File: src/rtl/tds_pkg.sv
// Shared types, constants and helpers for the time-dependent tour search.
// Used by the interfaces, controller, datapath and top level.
package tds_pkg;

  localparam int MAX_CITIES = 8;
  localparam int MAX_DAYS   = 32;
  localparam int CITY_W     = $clog2(MAX_CITIES);
  localparam int DAY_W      = $clog2(MAX_DAYS);
  localparam int DCNT_W     = 6;
  localparam int CCNT_W     = 4;
  localparam int STAY_W     = 6;
  localparam int COST_W     = 32;
  localparam int TOTAL_W    = 40;
  localparam int CFG_IDX_W  = 1;
  localparam int CFG_DATA_W = 6;
  localparam int ADDR_W     = DAY_W + 2 * CITY_W;

  localparam logic [CFG_IDX_W-1:0] CFG_CITY_COUNT = 1'b0;
  localparam logic [CFG_IDX_W-1:0] CFG_DAY_COUNT  = 1'b1;

  typedef enum logic [1:0] {
    OP_LOAD_STAY,
    OP_LOAD_COST,
    OP_START
  } op_t;

  typedef enum logic [2:0] {
    ST_IDLE,
    ST_INIT,
    ST_LEG_ISSUE,
    ST_LEG_ACC,
    ST_COMMIT,
    ST_ADVANCE,
    ST_EMIT_LOAD,
    ST_EMIT
  } state_t;

  typedef logic [MAX_CITIES-1:0][CITY_W-1:0] order_t;
  typedef logic [MAX_CITIES-1:0][STAY_W-1:0] days_t;

  typedef struct packed {
    logic load_stay;
    logic load_cost;
    logic init;
    logic leg_issue;
    logic leg_acc;
    logic commit;
    logic advance;
    logic emit_load;
  } cmd_t;

  typedef struct packed {
    logic start_ok;
    logic leg_ok;
    logic at_return;
    logic has_next;
    logic out_last;
  } status_t;

  typedef struct packed {
    logic   valid;
    order_t order;
  } next_t;

  // Next lexicographic permutation of positions 0..m-1.
  function automatic next_t next_order(order_t t, logic [CITY_W-1:0] m);
    next_t             res;
    order_t            s;
    order_t            r;
    logic [CITY_W-1:0] i;
    logic [CITY_W-1:0] im1;
    logic [CITY_W-1:0] j;
    logic [CITY_W-1:0] src;
    i = '0;
    j = '0;
    for (int p = 1; p < MAX_CITIES; p++) begin
      if (CITY_W'(p) < m && t[p-1] < t[p]) i = CITY_W'(p);
    end
    im1 = i - CITY_W'(1);
    for (int p = 0; p < MAX_CITIES; p++) begin
      if (CITY_W'(p) < m && CITY_W'(p) >= i && t[p] > t[im1]) j = CITY_W'(p);
    end
    s = t;
    s[im1] = t[j];
    s[j] = t[im1];
    r = s;
    for (int p = 0; p < MAX_CITIES; p++) begin
      src = CITY_W'(i + m - CITY_W'(1) - CITY_W'(p));
      if (CITY_W'(p) >= i && CITY_W'(p) < m) r[p] = s[src];
    end
    res.valid = (m >= CITY_W'(2)) && (i != '0);
    res.order = r;
    return res;
  endfunction

endpackage

File: src/rtl/tds_ctrl.sv
// Sequencer for the tour search: loads, permutation walk, leg pricing, emit.
// Depends on tds_pkg; drives commands into tds_dp and reads its status.
module tds_ctrl (
  input  logic             clk,
  input  logic             rst_n,
  input  logic             in_valid,
  input  logic [1:0]       in_operation,
  output logic             in_ready,
  output logic             out_valid,
  input  logic             out_ready,
  input  tds_pkg::status_t sts,
  output tds_pkg::cmd_t    cmd
);

  tds_pkg::state_t state_r, state_nxt;

  always_ff @(posedge clk) begin
    if (!rst_n) state_r <= tds_pkg::ST_IDLE;
    else        state_r <= state_nxt;
  end

  always_comb begin
    state_nxt = state_r;
    cmd       = '0;
    in_ready  = 1'b0;
    out_valid = 1'b0;
    case (state_r)
      tds_pkg::ST_IDLE: begin
        in_ready = 1'b1;
        if (in_valid) begin
          if (in_operation == tds_pkg::OP_LOAD_STAY) cmd.load_stay = 1'b1;
          if (in_operation == tds_pkg::OP_LOAD_COST) cmd.load_cost = 1'b1;
          if (in_operation == tds_pkg::OP_START) state_nxt = tds_pkg::ST_INIT;
        end
      end
      tds_pkg::ST_INIT: begin
        cmd.init  = 1'b1;
        state_nxt = sts.start_ok ? tds_pkg::ST_LEG_ISSUE : tds_pkg::ST_EMIT_LOAD;
      end
      tds_pkg::ST_LEG_ISSUE: begin
        cmd.leg_issue = 1'b1;
        state_nxt = sts.leg_ok ? tds_pkg::ST_LEG_ACC : tds_pkg::ST_ADVANCE;
      end
      tds_pkg::ST_LEG_ACC: begin
        cmd.leg_acc = 1'b1;
        state_nxt = sts.at_return ? tds_pkg::ST_COMMIT : tds_pkg::ST_LEG_ISSUE;
      end
      tds_pkg::ST_COMMIT: begin
        cmd.commit = 1'b1;
        state_nxt  = tds_pkg::ST_ADVANCE;
      end
      tds_pkg::ST_ADVANCE: begin
        cmd.advance = 1'b1;
        state_nxt = sts.has_next ? tds_pkg::ST_LEG_ISSUE : tds_pkg::ST_EMIT_LOAD;
      end
      tds_pkg::ST_EMIT_LOAD: begin
        cmd.emit_load = 1'b1;
        state_nxt     = tds_pkg::ST_EMIT;
      end
      tds_pkg::ST_EMIT: begin
        out_valid = 1'b1;
        if (out_ready) begin
          if (sts.out_last) state_nxt = tds_pkg::ST_IDLE;
          else              cmd.emit_load = 1'b1;
        end
      end
      default: state_nxt = tds_pkg::ST_IDLE;
    endcase
  end

endmodule

File: config.mk
export PLATFORM = sky130hd
export DESIGN_NAME = tds_ctrl
export DESIGN_NICKNAME = d
export VERILOG_FILES = /design/src/rtl/tds_pkg.sv /design/src/rtl/tds_ctrl.sv
export SDC_FILE = /design/constraint.sdc
export NUM_CORES = 1
export LEC_CHECK = 0
export ABC_AREA = 1
export ABC_CLOCK_PERIOD_IN_PS = 1200
export BUFFER_PORTS_ARGS = -buffer_cell sky130_fd_sc_hd__buf_2
export CELL_PAD_IN_SITES_DETAIL_PLACEMENT = 1
export CELL_PAD_IN_SITES_GLOBAL_PLACEMENT = 1
export CORE_MARGIN = 4
export CORE_UTILIZATION = 24
export CTS_BUF_LIST = sky130_fd_sc_hd__clkbuf_16
export CTS_CLUSTER_DIAMETER = 40
export DETAILED_ROUTE_END_ITERATION = 6
export HOLD_SLACK_MARGIN = 0.03
export PLACE_DENSITY = 0.74
export SKIP_LAST_GASP = 1
export SYNTH_ARGS = -nofsm -noshare
export SYNTH_HDL_FRONTEND = slang
export SYNTH_SLANG_ARGS = --single-unit
File: constraint.sdc
create_clock -name clk -period 1.2 [get_ports clk]
set_clock_uncertainty 0.2 [all_clocks]
set_input_delay 0.24 -clock clk [delete_from_list [all_inputs] [get_ports clk]]
set_output_delay 0.24 -clock clk [all_outputs]
set_load 0.05 [all_outputs]
==> reports/metrics.csv, run 1 <==
metric,value,unit
drt pass-1 iters,2,
vias in the first global route,656,
CTS tree,yes,
cell area after synthesis,392.9,sq um
slowest cell on the critical path,dfxtp_4,
I/O Buffers,20,
critical path type,reg2out,
sequential area share after synthesis,0.1529,
die width,48.46,microns
die height,48.46,microns
Wirelength per Cell,14.45,microns
Biggest register,state_r,
worst-path cell chain,buf_4 > buf_4 > nor2_4 > buf_6,
DRT iter0 DRCs,1,
busiest grt layer,met2,
post-synth top area share,0.1529,
clock latency on the worst-skew pair,0.22,ns
Synth area leaders,"dfxtp_1, nand2_1, inv_1",
initial antenna violation count,0,
RSZ-0062 raised after global routing,yes,
DR vias/cell,4.685,
hold depth,3,
Synth-to-Final Area Change,146.8,%
# IOs,21,
fin crit share,1.377,
Std-Cell Rows,14,
total number of vias,581,
WP buf/inv,3,
Synth area leader,dfxtp_1,
pins over their slew limit,0,
RePlAce Congestion,0.7248,
largest registers,state_r: 3 flops,
Crit path required time,0.76,ns
Congestion Overflow GR,0,
"flops & latches, synth",3,
Synthesis Warnings,0,
Crit Path Max Fanout,5,
Hold/Removal Path Class,in2reg,
Critical Path AT,1.21,ns
ANT cells,0,
global-route met1 utilization,0.1404,
Core Box Area,0.001524,sq mm
startpoint of the worst hold path,rst_n,
share of cells above drive strength 1,0.7037,
Yosys cell types,21,
crit path time final,1.653,ns
cell mode on critical path,buf_4,
worst setup margin,-0.4526,ns
Worst Tran Pin Value,0.1706,ns
post-synthesis cell count,62,
GRT Resource Usage Total,0.1621,
final instance area,969.7,sq um
max reg flops,3,
R2R Setup Slk,-0.22,ns
Initial Util,0.2578,
Root Driver,clkbuf_16,
Post-Route WL,1792,microns
met3 Track Usage GR,0.03374,
post-route antenna net violation count,0,
Post-Place Cells,114,
Clock transition at path regs,0.03,ns
first-pass GRT wire length,2891,microns
crit start category,flip-flop,
pwr/cell area,2420,mW/mm^2
Post-route DRC,0,
VDD IR max,1.452,mV
Avg Inst Size Synth,6.337,sq um
Setup Viol. Count Final,13,
"Cell Area, Placed",688.2,sq um
fin cells,124,
maximum clock frequency,605.1,MHz
final net count,120,
Slew headroom,0.8855,
R2R Path End,state_r[0],
hold endpoint,state_r[1],
Top delay family on crit path,buffers and inverters,
pre-CTS setup slack,-0.3985,ns
crit end category,output port,
global-route met2 utilization,0.3457,
clock buffer depth,2,
slowest cell delay on critical path,0.36,ns
post-detail-place hpwl,1273,microns
r2r startpoint,state_r[1],
largest net degree at the start of global routing,7,
Max Cap Viol,0,
status,"complete, but fails checks",
failing checks,setup timing,
reg2reg path depth,8,
cts bufs inserted,3,
leakage power,0.4979,nW
# hold bufs at CTS,0,
final hold vios,0,
net count after synthesis,73,
CTS H-tree depth,1,
Die ar.,0.002348,sq mm
clk sinks,3,
synthesized netlist by cell type:
cell type / number
nand2_1: 12
inv_1: 10
nor2_1: 6
nand3_1: 5
nor3_1: 4
a21oi_1: 3
buf_6: 3
dfxtp_1: 3
nand4_1: 2
nor2_2: 2
o21ai_0: 2
inv_2: 1
inv_4: 1
inv_6: 1
nand2_4: 1
nand3_2: 1
nor2_4: 1
nor2_8: 1
nor3_4: 1
o21ai_1: 1
or2_2: 1
stage by stage:
step / hold WS, ns / total power, W / setup TNS [ns] / util
floorplan: 0.1376 / 0.001083 / -4.618 / -
global placement: 0.2610 / 0.001379 / -3.586 / 0.4516
detailed placement: 0.2632 / 0.001416 / -4.016 / 0.4516
CTS: 0.05246 / 0.002265 / -4.623 / 0.6084
global route: 0.08018 / 0.002486 / -5.325 / 0.6363
finish: 0.05635 / 0.002347 / -4.573 / 0.6363
placed cells by master (no fill, tap or decap), types with 2 or more instances in the layout:
master and count:
inv_2 2, buf_2 10, a21oi_1 2, inv_1 9, inv_4 2, buf_4 20
nor2_4 5, nand3_2 2, buf_6 11, nand4_1 2, nand2_1 11, clkbuf_16 3
nand3_1 4, nor3_4 5, o21ai_4 2, nor2_1 3, dfxtp_4 3, buf_8 4
cells by family after synthesis:
family,after synthesis,share of synthesized area
compound gates,6,0.07641
buf+inv,16,0.2293
flops,3,0.1529
simple gates,37,0.5414
worst max-delay path by stage:
stage / to / start / depth (start not counted) / slack [ns]
after floorplan: cmd[6] / state_r[2] / 4 / -0.76
after global placement: cmd[6] / in_valid / 5 / -0.37
after detailed placement: cmd[5] / state_r[0] / 6 / -0.40
after CTS: cmd[5] / state_r[0] / 6 / -0.44
after global routing: cmd[0] / state_r[1] / 5 / -0.51
final: cmd[3] / state_r[2] / 4 / -0.45
final cells by class:
| cell class | count | area, sq um |
|---|---|---|
| Tap cell | 16 | 20.02 |
| Clock inverter | 1 | 3.754 |
| Inverter | 13 | 58.81 |
| Timing Repair Buffer | 45 | 384.1 |
| Clock buffer | 3 | 75.07 |
| Fill cell | 183 | 554.3 |
| Multi-Input combinational cell | 43 | 356.6 |
| Sequential cell | 3 | 71.32 |
power by group:
part / internal [W] / total [W] / switching (W)
sequential: 0.000159 / 0.000268 / 0.000108
combinational: 0.000694 / 0.00156 / 0.000870
clock: 0.000429 / 0.000515 / 0.0000856
total: 0.00128 / 0.00235 / 0.00106
tightest hold or removal path, cell delays in order:
cell and delay, ns:
buf_2 0.10, nand2_1 0.06, inv_1 0.04
layer usage:
layer,vias up,wire (microns)
li1,288,-
met3,2,55
met5,-,0
met1,280,628
met4,0,9
met2,11,1099
repair_timing:
item	4_1_cts	5_1_grt
resized for setup	38	10
pin swaps	7	7
setup buffers	5	4
setup endpoints to repair	13	13
No activity file was read; power rests on OpenSTA's default activity.
==> run 2, diff against run 1 <==
==> constraint.sdc (replaced) <==
create_clock -name clk -period 1.2 [get_ports clk]
set_clock_uncertainty 0.2 [all_clocks]
set_input_delay 0.06 -clock clk [delete_from_list [all_inputs] [get_ports clk]]
set_output_delay 0.06 -clock clk [all_outputs]
set_load 0.05 [all_outputs]
==> run 2 against run 1 <==
  * The flow still finishes with violations (setup timing)
  * Combinational power is 13% higher
  * Clock power is 2% higher
  * Die area stayed put
==> reports/metrics.csv, run 2 (same netlist as run 1, synthesis figures left out) <==
metric,value,unit,change
Setup Viol. Count Final,13,,unchanged
crit path time final,1.492,ns,-0.1605 ns
Post-Route WL,2285,microns,+28%
clk sinks,3,,unchanged
Crit path required time,0.94,ns,+0.18 ns
Clock transition at path regs,0.03,ns,about the same
Die ar.,0.002348,sq mm,unchanged
CTS H-tree depth,1,,unchanged
pins over their slew limit,0,,unchanged
clock latency on the worst-skew pair,0.22,ns,about the same
fin crit share,1.243,,-0.1337
most frequent cells in the layout,"buf_6, buf_4, buf_2",,
pwr/cell area,2566,mW/mm^2,+6.0%
Initial Util,0.2578,,unchanged
fin cells,124,,unchanged
switch share,0.4652,,+0.01174
Multi-input gate area,361.6,sq um,+1.4%
R2R Setup Slk,-0.26,ns,-0.04 ns
Worst Tran Pin Value,0.2546,ns,+0.08406 ns
I/O Buffers,20,,unchanged
post-detail-place hpwl,1213,microns,-4.7%
Synth-to-Final Area Change,155.1,%,
Biggest register,state_r,,
failing checks,setup timing,,
R2R Path End,state_r[2],,
Storage cell area,71.32,sq um,unchanged
VDD IR max,1.658,mV,+14%
status,"complete, but fails checks",,
reg2reg path depth,8,,unchanged
RePlAce Congestion,0.8353,,+15%
critical path type,reg2out,,
die height,48.46,microns,unchanged
"commonest non-fill, non-tap cell in the layout",buf_6,,
Sw Pwr,0.001196,W,+12%
drt pass-1 iters,4,,+2
Std-Cell Rows,14,,unchanged
hold endpoint,state_r[2],,
largest registers,state_r: 3 flops,,
worst setup margin,-0.2922,ns,+0.1605 ns
final net count,120,,unchanged
Clock Power Share,0.204,,-0.015
clock buffer depth,2,,unchanged
Post-Place Cells,111,,-2.6%
Wirelength per Cell,18.43,microns,+28%
Core Box Area,0.001524,sq mm,unchanged
total power,0.002571,W,+9.6%
maximum clock frequency,670.2,MHz,+11%
ANT cells,0,,unchanged
P_int,0.001375,W,+7.2%
max reg flops,3,,unchanged
Slew headroom,0.8284,,-0.05707
cts bufs inserted,3,,unchanged
total number of vias,606,,+4.3%
post-route antenna net violation count,0,,unchanged
Comb power frac,0.688,,+0.021
Post-route DRC,0,,unchanged
Root Driver,clkbuf_16,,
vias in the first global route,679,,+3.5%
"Cell Area, Placed",665.6,sq um,-3.3%
initial antenna violation count,0,,unchanged
Critical Path AT,1.23,ns,+0.02 ns
DRT iter0 DRCs,2,,+1
share of cells above drive strength 1,0.7315,,+0.02778
Congestion Overflow GR,0,,unchanged
crit end category,output port,,
leakage power,0.5007,nW,+0.57%
fin util,0.6576,,+0.02135
CTS tree,yes,,
RSZ-0062 raised after global routing,yes,,
DR vias/cell,4.887,,+4.3%
first-pass GRT wire length,3539,microns,+22%
crit start category,flip-flop,,
# IOs,21,,unchanged
Seq pwr share,0.108,,-0.006
Crit Path Max Fanout,6,,+1
r2r startpoint,state_r[0],,
hold depth,4,,+1
final hold vios,0,,unchanged
GRT Resource Usage Total,0.1928,,+0.03067
final instance area,0.001002,sq mm,+3.4%
die width,48.46,microns,unchanged
startpoint of the worst hold path,out_ready,,
Max Cap Viol,0,,unchanged
largest net degree at the start of global routing,7,,unchanged
fillers,172,,-6.0%
Hold/Removal Path Class,in2reg,,
run 2: cell count changes in the layout (fill, tap and decap cells not counted), moves of 2 or more:
| cell | before | now |
|---|---|---|
| a21oi_1 | 2 | 0 |
| a21oi_2 | 0 | 3 |
| buf_4 | 20 | 13 |
| buf_6 | 11 | 15 |
| dlygate4sd3_1 | 0 | 3 |
| nand2_1 | 11 | 7 |
| nand2_2 | 1 | 4 |
run 2: power groups by stage:
stage	sequential, W	clock, W	combinational (W)
final	0.000277	0.000525	0.00177
after floorplan	0.000169	0	0.000914
after global placement	0.000239	0	0.00113
after CTS	0.000263	0.000525	0.00158
after detailed placement	0.000252	0	0.00116
after global routing	0.000284	0.000549	0.00187
run 2: layout make-up:
type / instances / share of cell area
Tap cell: 16 / 0.01998
Sequential cell: 3 / 0.07116
Multi-Input combinational cell: 43 / 0.3608
Clock inverter: 1 / 0.003745
Clock buffer: 3 / 0.07491
Timing Repair Buffer: 45 / 0.4057
Inverter: 13 / 0.06367
run 2: metal layers:
| metal | global-route usage | share of wire | vias to the layer above |
|---|---|---|---|
| met2 | 0.3413 | 0.54 | 24 |
| met1 | 0.2257 | 0.39 | 288 |
| met4 | 0.06278 | 0.024 | 0 |
| met5 | 0 | 0 | - |
| met3 | 0.04294 | 0.040 | 6 |
| li1 | - | - | 288 |
run 2: stage by stage:
| stage | setup WS (ns) | setup TNS [ns] | hold WS, ns |
|---|---|---|---|
| 2_1_floorplan | -0.5837 | -2.914 | -0.04241 |
| 3_5_place_dp | -0.2419 | -2.219 | 0.08612 |
| 6_report | -0.2922 | -2.897 | 0.1012 |
| 4_1_cts | -0.2548 | -2.754 | 0.02110 |
| 3_3_place_gp | -0.2333 | -1.818 | 0.07817 |
| 5_1_grt | -0.3562 | -3.511 | 0.1234 |
run 2: worst max-delay path: stages (launching register included):
cell	delay, ns
dfxtp_4	0.38
buf_6	0.14
nor2_4	0.14
nand2_2	0.10
o21ai_4	0.08
buf_8	0.16
run 2: repair_timing:
| action | in CTS | in global routing |
|---|---|---|
| hold endpoints to repair | 3 | 0 |
| buffers inserted | 7 | 2 |
| gates cloned | 0 | 0 |
| setup endpoints to repair | 13 | 13 |
| pin swaps | 8 | 8 |
| hold buffers | 3 | 0 |
| resized for setup | 42 | 16 |
run 2: how the worst max path moves through the flow:
stage                from    endpoint  slack [ns]
2_1_floorplan  state_r[2]      cmd[6]       -0.58
3_3_place_gp   state_r[2]      cmd[0]       -0.23
3_5_place_dp   state_r[2]  state_r[0]       -0.24
4_1_cts        state_r[0]      cmd[0]       -0.25
5_1_grt        state_r[2]      cmd[7]       -0.36
6_report       state_r[0]      cmd[0]       -0.29
